<file path="src/design/qgpg_pkg.sv">
package qgpg_pkg;

	// Field and internal widths.
	localparam int COORD_W = 24;
	localparam int CALC_W  = 32;
	localparam int SIDE_W  = 4;
	localparam int DSR_W   = 3;
	localparam int IDX_W   = 6;
	localparam int CFG_IDX_W = 2;

	// Grid side limits.
	localparam int MAX_SIDE = 8;
	localparam int MIN_SIDE = 2;

	// Divider: quotient bits produced per cycle and steps per division.
	localparam int DIV_BITS  = 8;
	localparam int DIV_STEPS = CALC_W / DIV_BITS;
	localparam int DIV_CNT_W = $clog2(DIV_STEPS);

	// Configuration register indexes.
	localparam logic [CFG_IDX_W-1:0] CFG_ROWS = 2'd0;
	localparam logic [CFG_IDX_W-1:0] CFG_COLS = 2'd1;
	localparam logic [CFG_IDX_W-1:0] CFG_MODE = 2'd2;

	typedef logic signed [CALC_W-1:0] calc_t;
	typedef logic signed [COORD_W-1:0] coord_t;

	// Sequencer states.
	typedef enum logic [2:0] {
		ST_IDLE,
		ST_ISSUE,
		ST_WAIT,
		ST_ROW,
		ST_SHIFT,
		ST_EMIT
	} state_t;

	// Which quotient a division produces.
	typedef enum logic [2:0] {
		OP_LSX,
		OP_LSY,
		OP_RSX,
		OP_RSY,
		OP_STX,
		OP_STY
	} div_op_t;

	// Divider request and response.
	typedef struct packed {
		logic             start;
		calc_t            dividend;
		logic [DSR_W-1:0] divisor;
	} div_req_t;

	typedef struct packed {
		logic  done;
		calc_t quotient;
	} div_rsp_t;

	// Grid point leaving the sequencer, still at full width.
	typedef struct packed {
		logic             valid;
		calc_t            x;
		calc_t            y;
		logic [IDX_W-1:0] index;
		logic             last;
	} point_t;

	// Sign extend a coordinate to the working width.
	function automatic calc_t sext_coord(input coord_t v);
		return calc_t'(v);
	endfunction

	// Saturate a working value to the coordinate range.
	function automatic coord_t sat_coord(input calc_t v);
		calc_t hi;
		calc_t lo;
		hi = calc_t'((1 <<< (COORD_W - 1)) - 1);
		lo = -calc_t'(1 <<< (COORD_W - 1));
		if (v > hi) begin
			return coord_t'(hi);
		end else if (v < lo) begin
			return coord_t'(lo);
		end
		return v[COORD_W-1:0];
	endfunction

	// Clamp a grid side to the supported range.
	function automatic logic [SIDE_W-1:0] clamp_side(input logic [SIDE_W-1:0] v);
		if (v < SIDE_W'(MIN_SIDE)) begin
			return SIDE_W'(MIN_SIDE);
		end else if (v > SIDE_W'(MAX_SIDE)) begin
			return SIDE_W'(MAX_SIDE);
		end
		return v;
	endfunction

endpackage

</file>
<file path="src/design/qgpg_div.sv">
module qgpg_div (
	input  logic                clk,
	input  logic                arst_n,
	input  qgpg_pkg::div_req_t  req,
	output qgpg_pkg::div_rsp_t  rsp
);

	logic                                busy_q;
	logic                                done_q;
	logic [qgpg_pkg::DIV_CNT_W-1:0]      cnt_q;
	logic [qgpg_pkg::DSR_W-1:0]          rem_q;
	logic [qgpg_pkg::DSR_W-1:0]          dsr_q;
	logic [qgpg_pkg::CALC_W-1:0]         quo_q;
	logic                                neg_q;
	logic [qgpg_pkg::CALC_W-1:0]         mag;
	logic [qgpg_pkg::CALC_W-1:0]         quo_nxt;
	logic [qgpg_pkg::DSR_W-1:0]          rem_nxt;
	logic [qgpg_pkg::DSR_W:0]            rem_ext;

	// Magnitude of the dividend; the sign is put back on the quotient.
	assign mag = req.dividend[qgpg_pkg::CALC_W-1] ? qgpg_pkg::CALC_W'(-req.dividend)
		: qgpg_pkg::CALC_W'(req.dividend);

	// One cycle of long division: several quotient bits against a narrow divisor.
	// The remainder stays below the divisor, so one subtract per bit suffices.
	always_comb begin
		quo_nxt = quo_q;
		rem_nxt = rem_q;
		rem_ext = '0;
		for (int k = 0; k < qgpg_pkg::DIV_BITS; k++) begin
			rem_ext = {rem_nxt, quo_nxt[qgpg_pkg::CALC_W-1]};
			quo_nxt = {quo_nxt[qgpg_pkg::CALC_W-2:0], 1'b0};
			if (rem_ext >= {1'b0, dsr_q}) begin
				rem_ext    = rem_ext - {1'b0, dsr_q};
				quo_nxt[0] = 1'b1;
			end
			rem_nxt = rem_ext[qgpg_pkg::DSR_W-1:0];
		end
	end

	// Control of the iteration.
	always_ff @(posedge clk or negedge arst_n) begin
		if (!arst_n) begin
			busy_q <= 1'b0;
			done_q <= 1'b0;
			cnt_q  <= '0;
		end else begin
			done_q <= 1'b0;
			if (req.start) begin
				busy_q <= 1'b1;
				cnt_q  <= '0;
			end else if (busy_q) begin
				cnt_q <= cnt_q + 1'b1;
				if (cnt_q == qgpg_pkg::DIV_CNT_W'(qgpg_pkg::DIV_STEPS - 1)) begin
					busy_q <= 1'b0;
					done_q <= 1'b1;
				end
			end
		end
	end

	// Operand and partial result registers.
	always_ff @(posedge clk) begin
		if (req.start) begin
			quo_q <= mag;
			rem_q <= '0;
			dsr_q <= req.divisor;
			neg_q <= req.dividend[qgpg_pkg::CALC_W-1];
		end else if (busy_q) begin
			quo_q <= quo_nxt;
			rem_q <= rem_nxt;
		end
	end

	// Quotient truncated toward zero.
	assign rsp.done     = done_q;
	assign rsp.quotient = neg_q ? -qgpg_pkg::calc_t'(quo_q) : qgpg_pkg::calc_t'(quo_q);

endmodule

</file>
<file path="src/design/qgpg_core.sv">
module qgpg_core (
	input  logic                             clk,
	input  logic                             arst_n,
	input  logic                             start,
	input  qgpg_pkg::coord_t                 corner_a_x,
	input  qgpg_pkg::coord_t                 corner_a_y,
	input  qgpg_pkg::coord_t                 corner_b_x,
	input  qgpg_pkg::coord_t                 corner_b_y,
	input  qgpg_pkg::coord_t                 corner_c_x,
	input  qgpg_pkg::coord_t                 corner_c_y,
	input  qgpg_pkg::coord_t                 corner_d_x,
	input  qgpg_pkg::coord_t                 corner_d_y,
	input  logic [qgpg_pkg::SIDE_W-1:0]      rows,
	input  logic [qgpg_pkg::SIDE_W-1:0]      cols,
	input  logic                             asym,
	output logic                             busy,
	output qgpg_pkg::point_t                 pt
);

	qgpg_pkg::state_t   state_q, state_nxt;
	qgpg_pkg::div_op_t  op_q, op_nxt;
	qgpg_pkg::div_req_t div_req;
	qgpg_pkg::div_rsp_t div_rsp;

	logic [qgpg_pkg::DSR_W-1:0] row_q, col_q;
	logic [qgpg_pkg::DSR_W-1:0] rows_m1, cols_m1;
	logic [qgpg_pkg::IDX_W-1:0] idx_q;
	logic                       accept;
	logic                       row_last, col_last;

	qgpg_pkg::calc_t lx_q, ly_q, rx_q, ry_q;
	qgpg_pkg::calc_t cx_q, cy_q, dx_q, dy_q;
	qgpg_pkg::calc_t lsx_q, lsy_q, rsx_q, rsy_q;
	qgpg_pkg::calc_t stx_q, sty_q;
	qgpg_pkg::calc_t px_q, py_q;
	qgpg_pkg::calc_t hx, hy;

	logic [qgpg_pkg::SIDE_W-1:0] rows_d, cols_d;

	assign rows_d   = rows - 1'b1;
	assign cols_d   = cols - 1'b1;
	assign rows_m1  = rows_d[qgpg_pkg::DSR_W-1:0];
	assign cols_m1  = cols_d[qgpg_pkg::DSR_W-1:0];
	assign row_last = (row_q == rows_m1);
	assign col_last = (col_q == cols_m1);
	assign accept   = start && (state_q == qgpg_pkg::ST_IDLE);
	assign busy     = (state_q != qgpg_pkg::ST_IDLE);

	// Half column step, truncated toward zero.
	assign hx = (stx_q + qgpg_pkg::calc_t'(stx_q[qgpg_pkg::CALC_W-1])) >>> 1;
	assign hy = (sty_q + qgpg_pkg::calc_t'(sty_q[qgpg_pkg::CALC_W-1])) >>> 1;

	// Shared divider.
	qgpg_div u_div (
		.clk    (clk),
		.arst_n (arst_n),
		.req    (div_req),
		.rsp    (div_rsp)
	);

	// State register.
	always_ff @(posedge clk or negedge arst_n) begin
		if (!arst_n) begin
			state_q <= qgpg_pkg::ST_IDLE;
			op_q    <= qgpg_pkg::OP_LSX;
		end else begin
			state_q <= state_nxt;
			op_q    <= op_nxt;
		end
	end

	// Next state, divider request and point output.
	always_comb begin
		state_nxt        = state_q;
		op_nxt           = op_q;
		div_req.start    = 1'b0;
		div_req.dividend = '0;
		div_req.divisor  = rows_m1;
		pt.valid         = 1'b0;
		pt.index         = idx_q;
		pt.last          = row_last && col_last;
		if (col_q == '0) begin
			pt.x = lx_q;
			pt.y = ly_q;
		end else if (col_last) begin
			pt.x = rx_q;
			pt.y = ry_q;
		end else begin
			pt.x = px_q;
			pt.y = py_q;
		end
		case (state_q)
			qgpg_pkg::ST_IDLE: begin
				if (start) begin
					op_nxt    = qgpg_pkg::OP_LSX;
					state_nxt = qgpg_pkg::ST_ISSUE;
				end
			end
			qgpg_pkg::ST_ISSUE: begin
				div_req.start = 1'b1;
				case (op_q)
					qgpg_pkg::OP_LSX: div_req.dividend = dx_q - lx_q;
					qgpg_pkg::OP_LSY: div_req.dividend = dy_q - ly_q;
					qgpg_pkg::OP_RSX: div_req.dividend = cx_q - rx_q;
					qgpg_pkg::OP_RSY: div_req.dividend = cy_q - ry_q;
					qgpg_pkg::OP_STX: div_req.dividend = rx_q - lx_q;
					default:          div_req.dividend = ry_q - ly_q;
				endcase
				if (op_q == qgpg_pkg::OP_STX || op_q == qgpg_pkg::OP_STY) begin
					div_req.divisor = cols_m1;
				end
				state_nxt = qgpg_pkg::ST_WAIT;
			end
			qgpg_pkg::ST_WAIT: begin
				if (div_rsp.done) begin
					case (op_q)
						qgpg_pkg::OP_LSX: begin
							op_nxt    = qgpg_pkg::OP_LSY;
							state_nxt = qgpg_pkg::ST_ISSUE;
						end
						qgpg_pkg::OP_LSY: begin
							op_nxt    = qgpg_pkg::OP_RSX;
							state_nxt = qgpg_pkg::ST_ISSUE;
						end
						qgpg_pkg::OP_RSX: begin
							op_nxt    = qgpg_pkg::OP_RSY;
							state_nxt = qgpg_pkg::ST_ISSUE;
						end
						qgpg_pkg::OP_RSY: begin
							state_nxt = qgpg_pkg::ST_ROW;
						end
						qgpg_pkg::OP_STX: begin
							op_nxt    = qgpg_pkg::OP_STY;
							state_nxt = qgpg_pkg::ST_ISSUE;
						end
						default: begin
							state_nxt = (asym && row_q != '0) ? qgpg_pkg::ST_SHIFT
								: qgpg_pkg::ST_EMIT;
						end
					endcase
				end
			end
			qgpg_pkg::ST_ROW: begin
				op_nxt    = qgpg_pkg::OP_STX;
				state_nxt = qgpg_pkg::ST_ISSUE;
			end
			qgpg_pkg::ST_SHIFT: begin
				state_nxt = qgpg_pkg::ST_EMIT;
			end
			qgpg_pkg::ST_EMIT: begin
				pt.valid = 1'b1;
				if (col_last) begin
					state_nxt = row_last ? qgpg_pkg::ST_IDLE : qgpg_pkg::ST_ROW;
				end
			end
			default: begin
				state_nxt = qgpg_pkg::ST_IDLE;
			end
		endcase
	end

	// Row, column and point counters.
	always_ff @(posedge clk or negedge arst_n) begin
		if (!arst_n) begin
			row_q <= '0;
			col_q <= '0;
			idx_q <= '0;
		end else if (accept) begin
			row_q <= '0;
			col_q <= '0;
			idx_q <= '0;
		end else if (state_q == qgpg_pkg::ST_EMIT) begin
			idx_q <= idx_q + 1'b1;
			if (col_last) begin
				col_q <= '0;
				row_q <= row_q + 1'b1;
			end else begin
				col_q <= col_q + 1'b1;
			end
		end
	end

	// Coordinate datapath: row ends, edge steps, column steps.
	always_ff @(posedge clk) begin
		if (accept) begin
			lx_q <= qgpg_pkg::sext_coord(corner_a_x);
			ly_q <= qgpg_pkg::sext_coord(corner_a_y);
			rx_q <= qgpg_pkg::sext_coord(corner_b_x);
			ry_q <= qgpg_pkg::sext_coord(corner_b_y);
			cx_q <= qgpg_pkg::sext_coord(corner_c_x);
			cy_q <= qgpg_pkg::sext_coord(corner_c_y);
			dx_q <= qgpg_pkg::sext_coord(corner_d_x);
			dy_q <= qgpg_pkg::sext_coord(corner_d_y);
		end else begin
			case (state_q)
				qgpg_pkg::ST_WAIT: begin
					if (div_rsp.done) begin
						case (op_q)
							qgpg_pkg::OP_LSX: lsx_q <= div_rsp.quotient;
							qgpg_pkg::OP_LSY: lsy_q <= div_rsp.quotient;
							qgpg_pkg::OP_RSX: rsx_q <= div_rsp.quotient;
							qgpg_pkg::OP_RSY: rsy_q <= div_rsp.quotient;
							qgpg_pkg::OP_STX: stx_q <= div_rsp.quotient;
							default:          sty_q <= div_rsp.quotient;
						endcase
					end
				end
				qgpg_pkg::ST_ROW: begin
					// The first row starts at the corners themselves.
					if (row_q != '0) begin
						lx_q <= lx_q + lsx_q;
						ly_q <= ly_q + lsy_q;
						rx_q <= rx_q + rsx_q;
						ry_q <= ry_q + rsy_q;
					end
				end
				qgpg_pkg::ST_SHIFT: begin
					// Odd rows move back by half a step, even rows forward.
					if (row_q[0]) begin
						lx_q <= lx_q - hx;
						ly_q <= ly_q - hy;
						rx_q <= rx_q - hx;
						ry_q <= ry_q - hy;
					end else begin
						lx_q <= lx_q + hx;
						ly_q <= ly_q + hy;
						rx_q <= rx_q + hx;
						ry_q <= ry_q + hy;
					end
				end
				qgpg_pkg::ST_EMIT: begin
					// Running inner point: left end plus column times step.
					px_q <= ((col_q == '0) ? lx_q : px_q) + stx_q;
					py_q <= ((col_q == '0) ? ly_q : py_q) + sty_q;
				end
				default: begin
				end
			endcase
		end
	end

endmodule

</file>
<file path="src/design/quad_grid_point_generator.sv">
// Quad grid point generator.
// Request channel: corner_a..corner_d are taken at a rising edge with start high
// and busy low. The block then emits rows*cols grid points in index order, one
// per cycle within a row, each shown for one cycle with point_valid high;
// last_point marks the final point of the request. The receiver cannot stall,
// so points are never held back.
// Configuration: cfg_index/cfg_data written when cfg_valid and cfg_ready are
// high; cfg_ready is high whenever no request is in progress. Index 0 is the
// row count, 1 the column count, 2 the pattern mode; other indexes are ignored.
// Timing: one shared divider producing 8 quotient bits a cycle sets the rate.
// A request first runs four divisions for the left and right edge steps, then
// for each row two divisions for the column steps before its points, plus a
// half-step shift on every row after the first in staggered mode. Only one
// request is in progress at a time.
// Reset: configuration returns to 4 rows, 4 columns, symmetric mode, and any
// request in progress is dropped.
module quad_grid_point_generator (
	input  logic                                clk,
	input  logic                                arst_n,
	input  logic                                start,
	output logic                                busy,
	input  qgpg_pkg::coord_t                    corner_a_x,
	input  qgpg_pkg::coord_t                    corner_a_y,
	input  qgpg_pkg::coord_t                    corner_b_x,
	input  qgpg_pkg::coord_t                    corner_b_y,
	input  qgpg_pkg::coord_t                    corner_c_x,
	input  qgpg_pkg::coord_t                    corner_c_y,
	input  qgpg_pkg::coord_t                    corner_d_x,
	input  qgpg_pkg::coord_t                    corner_d_y,
	input  logic                                cfg_valid,
	output logic                                cfg_ready,
	input  logic [qgpg_pkg::CFG_IDX_W-1:0]      cfg_index,
	input  logic [qgpg_pkg::SIDE_W-1:0]         cfg_data,
	output logic                                point_valid,
	output qgpg_pkg::coord_t                    point_x,
	output qgpg_pkg::coord_t                    point_y,
	output logic [qgpg_pkg::IDX_W-1:0]          point_index,
	output logic                                last_point
);

	logic [qgpg_pkg::SIDE_W-1:0] grid_rows_q, grid_cols_q;
	logic                        pattern_mode_q;
	logic [qgpg_pkg::SIDE_W-1:0] rows_c, cols_c, rows_eff, cols_eff;
	logic                        core_busy;
	qgpg_pkg::point_t            pt;

	assign cfg_ready = !core_busy;
	assign busy      = core_busy;

	// Configuration registers.
	always_ff @(posedge clk or negedge arst_n) begin
		if (!arst_n) begin
			grid_rows_q    <= qgpg_pkg::SIDE_W'(4);
			grid_cols_q    <= qgpg_pkg::SIDE_W'(4);
			pattern_mode_q <= 1'b0;
		end else if (cfg_valid && cfg_ready) begin
			case (cfg_index)
				qgpg_pkg::CFG_ROWS: grid_rows_q    <= cfg_data;
				qgpg_pkg::CFG_COLS: grid_cols_q    <= cfg_data;
				qgpg_pkg::CFG_MODE: pattern_mode_q <= cfg_data[0];
				default: begin
				end
			endcase
		end
	end

	// Clamp the sides, then swap them in staggered mode.
	assign rows_c   = qgpg_pkg::clamp_side(grid_rows_q);
	assign cols_c   = qgpg_pkg::clamp_side(grid_cols_q);
	assign rows_eff = pattern_mode_q ? cols_c : rows_c;
	assign cols_eff = pattern_mode_q ? rows_c : cols_c;

	qgpg_core u_core (
		.clk        (clk),
		.arst_n     (arst_n),
		.start      (start),
		.corner_a_x (corner_a_x),
		.corner_a_y (corner_a_y),
		.corner_b_x (corner_b_x),
		.corner_b_y (corner_b_y),
		.corner_c_x (corner_c_x),
		.corner_c_y (corner_c_y),
		.corner_d_x (corner_d_x),
		.corner_d_y (corner_d_y),
		.rows       (rows_eff),
		.cols       (cols_eff),
		.asym       (pattern_mode_q),
		.busy       (core_busy),
		.pt         (pt)
	);

	// Output register with saturation to the coordinate range.
	always_ff @(posedge clk or negedge arst_n) begin
		if (!arst_n) begin
			point_valid <= 1'b0;
		end else begin
			point_valid <= pt.valid;
		end
	end

	always_ff @(posedge clk) begin
		point_x     <= qgpg_pkg::sat_coord(pt.x);
		point_y     <= qgpg_pkg::sat_coord(pt.y);
		point_index <= pt.index;
		last_point  <= pt.valid && pt.last;
	end

	// The final point flag only comes with a point.
	a_last_valid: assert property (@(posedge clk) disable iff (!arst_n)
		last_point |-> point_valid)
		else $error("last_point without point_valid");

	// A point that is not the final one leaves the block still busy.
	a_busy_mid: assert property (@(posedge clk) disable iff (!arst_n)
		point_valid && !last_point |-> busy)
		else $error("block idle in the middle of a grid");

	// No point follows the final one before a new request.
	a_quiet_after_last: assert property (@(posedge clk) disable iff (!arst_n)
		point_valid && last_point |=> !point_valid)
		else $error("point emitted after the final point");

	// An accepted request makes the block busy.
	a_accept_busy: assert property (@(posedge clk) disable iff (!arst_n)
		start && !busy |=> busy)
		else $error("request accepted but block not busy");

endmodule
</file>
<file path="config.mk">
export PLATFORM = sky130hd
export DESIGN_NAME = quad_grid_point_generator
export DESIGN_NICKNAME = d
export VERILOG_FILES = /design/src/design/qgpg_pkg.sv /design/src/design/qgpg_div.sv /design/src/design/qgpg_core.sv /design/src/design/quad_grid_point_generator.sv
export SDC_FILE = /design/constraint.sdc
export NUM_CORES = 2
export LEC_CHECK = 0
export BUFFER_PORTS_ARGS = -buffer_cell sky130_fd_sc_hd__buf_2
export CAP_MARGIN = 25
export CORE_UTILIZATION = 63
export DETAILED_ROUTE_END_ITERATION = 16
export PLACE_DENSITY = 0.84
export SETUP_SLACK_MARGIN = 0.1
export SLEW_MARGIN = 10
export SYNTH_ARGS = -nofsm -noshare
export SYNTH_HDL_FRONTEND = slang
export SYNTH_SLANG_ARGS = --single-unit
</file>
<file path="constraint.sdc">
create_clock -name clk -period 11.7 [get_ports clk]
set_clock_uncertainty 0.1 [all_clocks]
set_input_delay 0.585 -clock clk [delete_from_list [all_inputs] [get_ports clk]]
set_output_delay 0.585 -clock clk [all_outputs]
set_load 0.02 [all_outputs]
</file>
======== After elaboration in Yosys (flattened, before gate mapping) ========
Index checks and enable logic that the tools add are counted.
operators by class
  add/subtract/negate cells ............... 38
  $lt $le $gt $ge ......................... 16
  equality and inequality tests ........... 20
  multiplexer cells ....................... 93
  bitwise operators ....................... 2
  reductions and logical operators ........ 34
operator list
  cell                    number
  $mux W32                18
  $pmux W32 S2            4
  $add A32 B32 Y32        6
  $pmux W32 S5            1
  $mux W24                6
  $add A32 B31 Y32        4
  $mux W64                2
  $sub A24 B32 Y32        4
  $sub A32 B31 Y32        4
  $mux W3                 28
  $add A32 B1 Y32         2
  $gt A32 B24 Y1 const B  2
  $lt A32 B24 Y1 const B  2
  $neg A32 Y32            2
  $sub A32 B32 Y32        2
  $mux W36                1
  $ge A4 B3 Y1            8
  $reduce_and A4 Y1       7
  $mux W1                 24
  $sub A3 B3 Y3           8
  $pmux W3 S6             1
  $eq A3 B2 Y1 const B    4
  $eq A3 B3 Y1 const B    4
  $mux W6                 2
  30 further kinds        57
storage, ports and cells
  register bits after elaboration ......... 606
  input bits .............................. 202
  output and inout bits ................... 58
  logic and storage cells ................. 239

======== Longest topological paths before layout ========
  word-level depth ........................ 18
  gate-level depth with buffers ........... 58
  depth with buffers taken out ............ 58

======== By module ========
Synthesis repeated with hierarchy kept, for this count alone.
second synthesis, totals
  cells, all modules ...................... 5638
  area total of the unflattened synthesis .. 49754.0 µm²
modules (own cells, without submodules)
  module                     times used  cells each  area an instance (µm²)  sequential area each (µm²)
  qgpg_core                  1           4963        43187.7                 14864.3
  qgpg_div                   1           475         4249.1                  1241.2
  quad_grid_point_generator  1           200         2317.2                  1353.8

======== Worst setup path after synthesis ========
OpenSTA, ideal clock, no wires.
  path type ............................... reg-to-reg
  start ................................... register u_core.u_div.dsr_q[1] (netlist name)
  end ..................................... register u_core.u_div.rem_q[0] (netlist name)
  setup time .............................. 70 ps
  arrival time ............................ 10458 ps
  path slack .............................. 1072 ps
  cell stages (with the launch flop) ...... 49
  path buffers ............................ 0
  clock period less this slack ............ 10628 ps
  path through ............................ edfxtp_1 -> inv_1 -> fa_1 -> a21o_1 -> a21boi_0 -> mux2_2 -> ha_1 -> a21oi_1 -> o21ai_1 -> mux2_2 -> inv_1 -> ha_1 -> nand2_1 -> nand2_1 -> a21o_1 -> a221oi_4 -> mux2i_1 -> ha_1 -> (+13 left out) -> nor2_1 -> mux2_2 -> a21oi_1 -> inv_1 -> ha_1 -> nand2_1 -> nand2_1 -> a21oi_1 -> inv_1 -> a221o_1 -> mux2i_4 -> mux2i_1 -> ha_1 -> a21o_1 -> a21oi_1 -> nand2_1 -> mux2_2 -> a21oi_1
between the ends
  word-level cells in the longest chain between the ends .. 16
  elaborated cells on any way between the ends .. 23
RTL lines
  what                                           line                            source
  start, declared                                qgpg_div.sv:12                  logic [qgpg_pkg::DSR_W-1:0] dsr_q;
  start signal, assigned                         qgpg_div.sv:67                  dsr_q <= req.divisor;
  $ge A4 B3 Y1 or $sub A3 B3 Y3 (tied branches)  qgpg_div.sv:33, qgpg_div.sv:34
  $mux W3                                        qgpg_div.sv:33                  if (rem_ext >= {1'b0, dsr_q}) begin
  $ge A4 B3 Y1 or $sub A3 B3 Y3 (tied branches)  qgpg_div.sv:33, qgpg_div.sv:34
  $mux W3                                        qgpg_div.sv:33
  $ge A4 B3 Y1 or $sub A3 B3 Y3 (tied branches)  qgpg_div.sv:33, qgpg_div.sv:34
  $mux W3                                        qgpg_div.sv:33
  $ge A4 B3 Y1 or $sub A3 B3 Y3 (tied branches)  qgpg_div.sv:33, qgpg_div.sv:34
  $mux W3                                        qgpg_div.sv:33
  $ge A4 B3 Y1 or $sub A3 B3 Y3 (tied branches)  qgpg_div.sv:33, qgpg_div.sv:34
  $mux W3                                        qgpg_div.sv:33
  $ge A4 B3 Y1 or $sub A3 B3 Y3 (tied branches)  qgpg_div.sv:33, qgpg_div.sv:34
  $mux W3                                        qgpg_div.sv:33
  $ge A4 B3 Y1 or $sub A3 B3 Y3 (tied branches)  qgpg_div.sv:33, qgpg_div.sv:34
  $mux W3                                        qgpg_div.sv:33
  $ge A4 B3 Y1 (*)                               qgpg_div.sv:33
  $mux W3 (*)                                    qgpg_div.sv:33
  end signal, assigned                           qgpg_div.sv:71                  rem_q <= rem_nxt;
  end, declared                                  qgpg_div.sv:11                  logic [qgpg_pkg::DSR_W-1:0] rem_q;
Mark *: on every way between the ends. The rest lies on a longest branch, timed or not.
A chain may end at the register's enable or synchronous reset.

======== Final worst setup path ========
  start ................................... register u_core.u_div.quo_q[31] (netlist name)
  end ..................................... register u_core.u_div.rem_q[0] (netlist name)
between the ends
  word-level cells in the longest chain between the ends .. 16
  elaborated cells on any way between the ends .. 23
RTL lines
  what                                           line                            source
  start, declared                                qgpg_div.sv:13                  logic [qgpg_pkg::CALC_W-1:0] quo_q;
  start signal, assigned                         qgpg_div.sv:65                  quo_q <= mag;
  start signal, assigned                         qgpg_div.sv:70                  quo_q <= quo_nxt;
  $ge A4 B3 Y1 or $sub A3 B3 Y3 (tied branches)  qgpg_div.sv:33, qgpg_div.sv:34
  $mux W3 (*)                                    qgpg_div.sv:33
  $ge A4 B3 Y1 or $sub A3 B3 Y3 (tied branches)  qgpg_div.sv:33, qgpg_div.sv:34
  $mux W3 (*)                                    qgpg_div.sv:33
  $ge A4 B3 Y1 or $sub A3 B3 Y3 (tied branches)  qgpg_div.sv:33, qgpg_div.sv:34
  $mux W3 (*)                                    qgpg_div.sv:33
  $ge A4 B3 Y1 or $sub A3 B3 Y3 (tied branches)  qgpg_div.sv:33, qgpg_div.sv:34
  $mux W3 (*)                                    qgpg_div.sv:33
  $ge A4 B3 Y1 or $sub A3 B3 Y3 (tied branches)  qgpg_div.sv:33, qgpg_div.sv:34
  $mux W3 (*)                                    qgpg_div.sv:33
  $ge A4 B3 Y1 or $sub A3 B3 Y3 (tied branches)  qgpg_div.sv:33, qgpg_div.sv:34
  $mux W3 (*)                                    qgpg_div.sv:33
  $ge A4 B3 Y1 or $sub A3 B3 Y3 (tied branches)  qgpg_div.sv:33, qgpg_div.sv:34
  $mux W3 (*)                                    qgpg_div.sv:33
  $ge A4 B3 Y1 (*)                               qgpg_div.sv:33
  $mux W3 (*)                                    qgpg_div.sv:33
Marked as above.

==> key figures <==
Global routing
  – Grt ovf: 0
  – Vias in the first global route: 42400
  – Initial antenna violation count: 24
  – Gr usage total: 44.8%
  – Largest net degree at the start of global routing: 143
  – Global-route wire length before repair: 262000 um

Setup path
  – Worst EP required: 12.17 ns
  – CP max FO: 6
  – Crit path DAT: 11.07 ns
  – Critical Path Most Common Cell: nand2_1
  – Crit path kind: reg -> reg
  – Largest stage delay on the critical path: 0.41 ns
  – Worst Setup End Kind: flop
  – Slowest CP cell: fa_1
  – CP Launch Type: flop

Clock tree
  – Clock latency on the worst-skew pair: 0.66 ns
  – Setup bufs post-CTS: 0
  – CTS Buf Count: 74
  – Root buf cell: clkbuf_16
  – # H-tree levels: 3
  – Clock transition at the registers of the reported paths: 0.06 ns
  – Worst-case clock buffer depth: 3
  – # clock sinks: 606
  – CTS tree: done

Finish
  – Final nets: 6380
  – Multi-input gate area: 30100 um^2
  – Fillers: 6091
  – FF/Latch Area: 17500 um^2
  – Share of cells above drive strength 1: 10.4%
  – Layout area overhead: 10.9%

Placed design
  – DP HPWL: 140000 um
  – Gpl congestion: 1.08
  – Post-place setup slack: 0.834 ns
  – Number of port buffers: 259

Detailed routing
  – Drt via density: 6.67
  – Initial DRC Count: 5628
  – Routed wire length: 181000 um
  – Post-route ant nets: 0
  – Vias: 45700
  – DRC: 0
  – DRT Pass-1 Iters: 6
  – WL per Instance: 26.4 um

Yosys
  – Cell count after synthesis: 5486
  – Post-synthesis mux area share: 3.00%
  – Post-Synth XOR/XNOR Area: 9.25%
  – Simple-Gate Fraction of Synth Area: 16.3%
  – Yosys Warn Count: 0
  – Synth async-reset ratio: 5.28%
  – Compound-cell area share of the yosys netlist: 21.2%
  – Main synth FF type: edfxtp_1
  – Synth Net Count: 6118
  – Post-synth EDFFs: 516
  – Flops & latches, synth: 606
  – Register area share after synthesis: 35.5%
  – Adder-cell area share of the yosys netlist: 11.3%
  – Syn Area/Cell: 8.95 um^2
  – Synth unique cells: 104
  – Cell Area, Synth: 49100 um^2
  – Main combinational cell family by area after synthesis: compound AO/OA/AOI/OAI gates

Timing
  – Worst rel slew slack: 8.12%
  – Peak Freq: 94.3 MHz
  – Tcrit/Tclk final: 90.6%
  – Final WS setup: 1.10 ns
  – Tmin final: 10.60 ns
  – Setup TNS: 0 ns
  – Worst slew pin tran: 1.38 ns
  – Pins over their slew limit: 0
  – Final Hold Violating Endpoints: 0
  – RSZ-0062 raised after global routing: no
  – Finish-stage setup viols: 0

Run status
  – Status: finished, final reports clean

Flow run
  – Max Cap Violations: 0

Die
  – Core area: 77300 um^2
  – Starting Density: 63.5%
  – Die area: 79100 um^2
  – Die Wd: 281 um
  – Vert. Die Dim: 281 um
  – Ports: 260
  – Site row count: 102

Worst hold path
  – Worst hold path class: in -> reg
## cells in the final DEF, fill, tap and decap left out, drive strengths merged, types with 23 or more instances in the layout
cell and instances:
or3 64, inv 285, buf 352, o31ai 46, mux2 38, ha 410, clkbuf 95, nand2 616
xor2 182, nor2b 43, or2 31, xnor2 334, o21ai 386, dfxtp 58, a21oi 507, and3 42
a211oi 54, edfxtp 516, o211ai 31, a21o 197, or4 23, nor3 137, nor4 55, mux2i 103
a31oi 63, o21bai 37, and2 28, nand3 102, a21boi 26, dfrtp 30, nand2b 61, clkinv 24
o21a 68, nand4 27, nor2 394
## worst max-delay path: cells and delay by family (launching register included)
kind | cells | cell delay, ns
AOI/OAI and AO/OA | 17 | 3.61
adders and majority gates | 9 | 2.65
buffers and inverters | 6 | 0.42
DFF | 1 | 0.39
muxes | 7 | 2.22
and+or+nand+nor | 11 | 1.15
## cells in the mapped netlist (53+ instances only)
library cell  number  area share, %
nor4_1            55           0.70
a31oi_1           63           0.80
xnor2_1          334            6.0
dfxtp_1           58            2.4
ha_1             410             10
edfxtp_1         516             32
nand3_1          102            1.0
o21a_1            68            1.0
o21ai_0          372            3.8
inv_1            276            2.1
nor2_1           394            3.0
clkbuf_1         151            1.2
a21o_1           197            3.0
nand2b_1          61           0.78
a211oi_1          53           0.81
nor3_1           136            1.4
mux2i_1          102            2.1
xor2_1           182            3.2
a21oi_1          506            5.2
nand2_1          616            4.7
or3_1             64           0.82
## timing repair
item,in CTS,in global routing
gates resized for setup,0,4
hold endpoints to repair,38,0
setup endpoints to repair,0,4
hold buffers,9,0
## logic make-up (layout without fill, tap and decap cells)
family          after synthesis  count (layout)
xor+xnor                    517             517
simple gates               1695            1695
mux                         141             141
fa+ha+maj                   430             430
compound gates             1642            1642
buf+inv                     455             778
flops                       606             606
other cells                   0               7
## layer usage
metal | global-route usage (%) | up-vias | part of all wire, %
li1 | - | 20700 | -
met5 | 0 | - | 0.073
met2 | 69.5 | 2731 | 44
met3 | 11.6 | 620 | 12
met1 | 56.2 | 21600 | 37
met4 | 26.7 | 18 | 6.9
## stage by stage
step	hold WS [ns]	utilization (%)	std cells	cell area [um^2]
2_1_floorplan	0.189	-	5486	49100
3_3_place_gp	0.277	67.0	6695	51800
3_5_place_dp	0.277	67.1	6700	51900
4_1_cts	0.000313	70.4	6846	54400
5_1_grt	0.00669	70.5	6855	54500
6_report	0.0123	70.5	6856	54500
## state kept, by name (all words and copies together), names as in the netlist, 32 cells and up
| name | cells |
|---|---|
| u_core.u_div.quo_q | 32 |
| u_core.rsy_q | 32 |
| u_core.py_q | 32 |
| u_core.sty_q | 32 |
| u_core.stx_q | 32 |
| u_core.px_q | 32 |
| u_core.rx_q | 32 |
| u_core.rsx_q | 32 |
| u_core.ly_q | 32 |
| u_core.lsy_q | 32 |
| u_core.lx_q | 32 |
| u_core.ry_q | 32 |
| u_core.lsx_q | 32 |
## area by class of cell
| type | instances | area share, % |
|---|---|---|
| antenna | 7 | 0.0321 |
| timing repair buffer | 362 | 3.88 |
| sequential | 606 | 32.0 |
| inverter | 279 | 1.94 |
| clock buffer | 94 | 3.61 |
| tap | 1040 | 2.39 |
| clock inverter | 43 | 0.939 |
| multi-input combinational | 4425 | 55.2 |
## worst paths after layout
kind	startpoint	end	slack, ns	cells past startpoint
worst min register to register	u_core.idx_q[5]	point_index[5]	0.30	0
min in group asynchronous	arst_n	u_core.u_div.cnt_q[0]	0.47	2
max in group asynchronous	arst_n	u_core.row_q[0]	10.47	2
worst min-delay path	corner_d_x[5]	u_core.dx_q[5]	0.01	1
worst max-delay path	u_core.u_div.quo_q[31]	u_core.u_div.rem_q[0]	1.10	50
worst max register to register	u_core.u_div.quo_q[31]	u_core.u_div.rem_q[0]	1.10	50
Power is not shown: default switching activity piles up to over one toggle a cycle in this logic, so the estimate is an artifact.
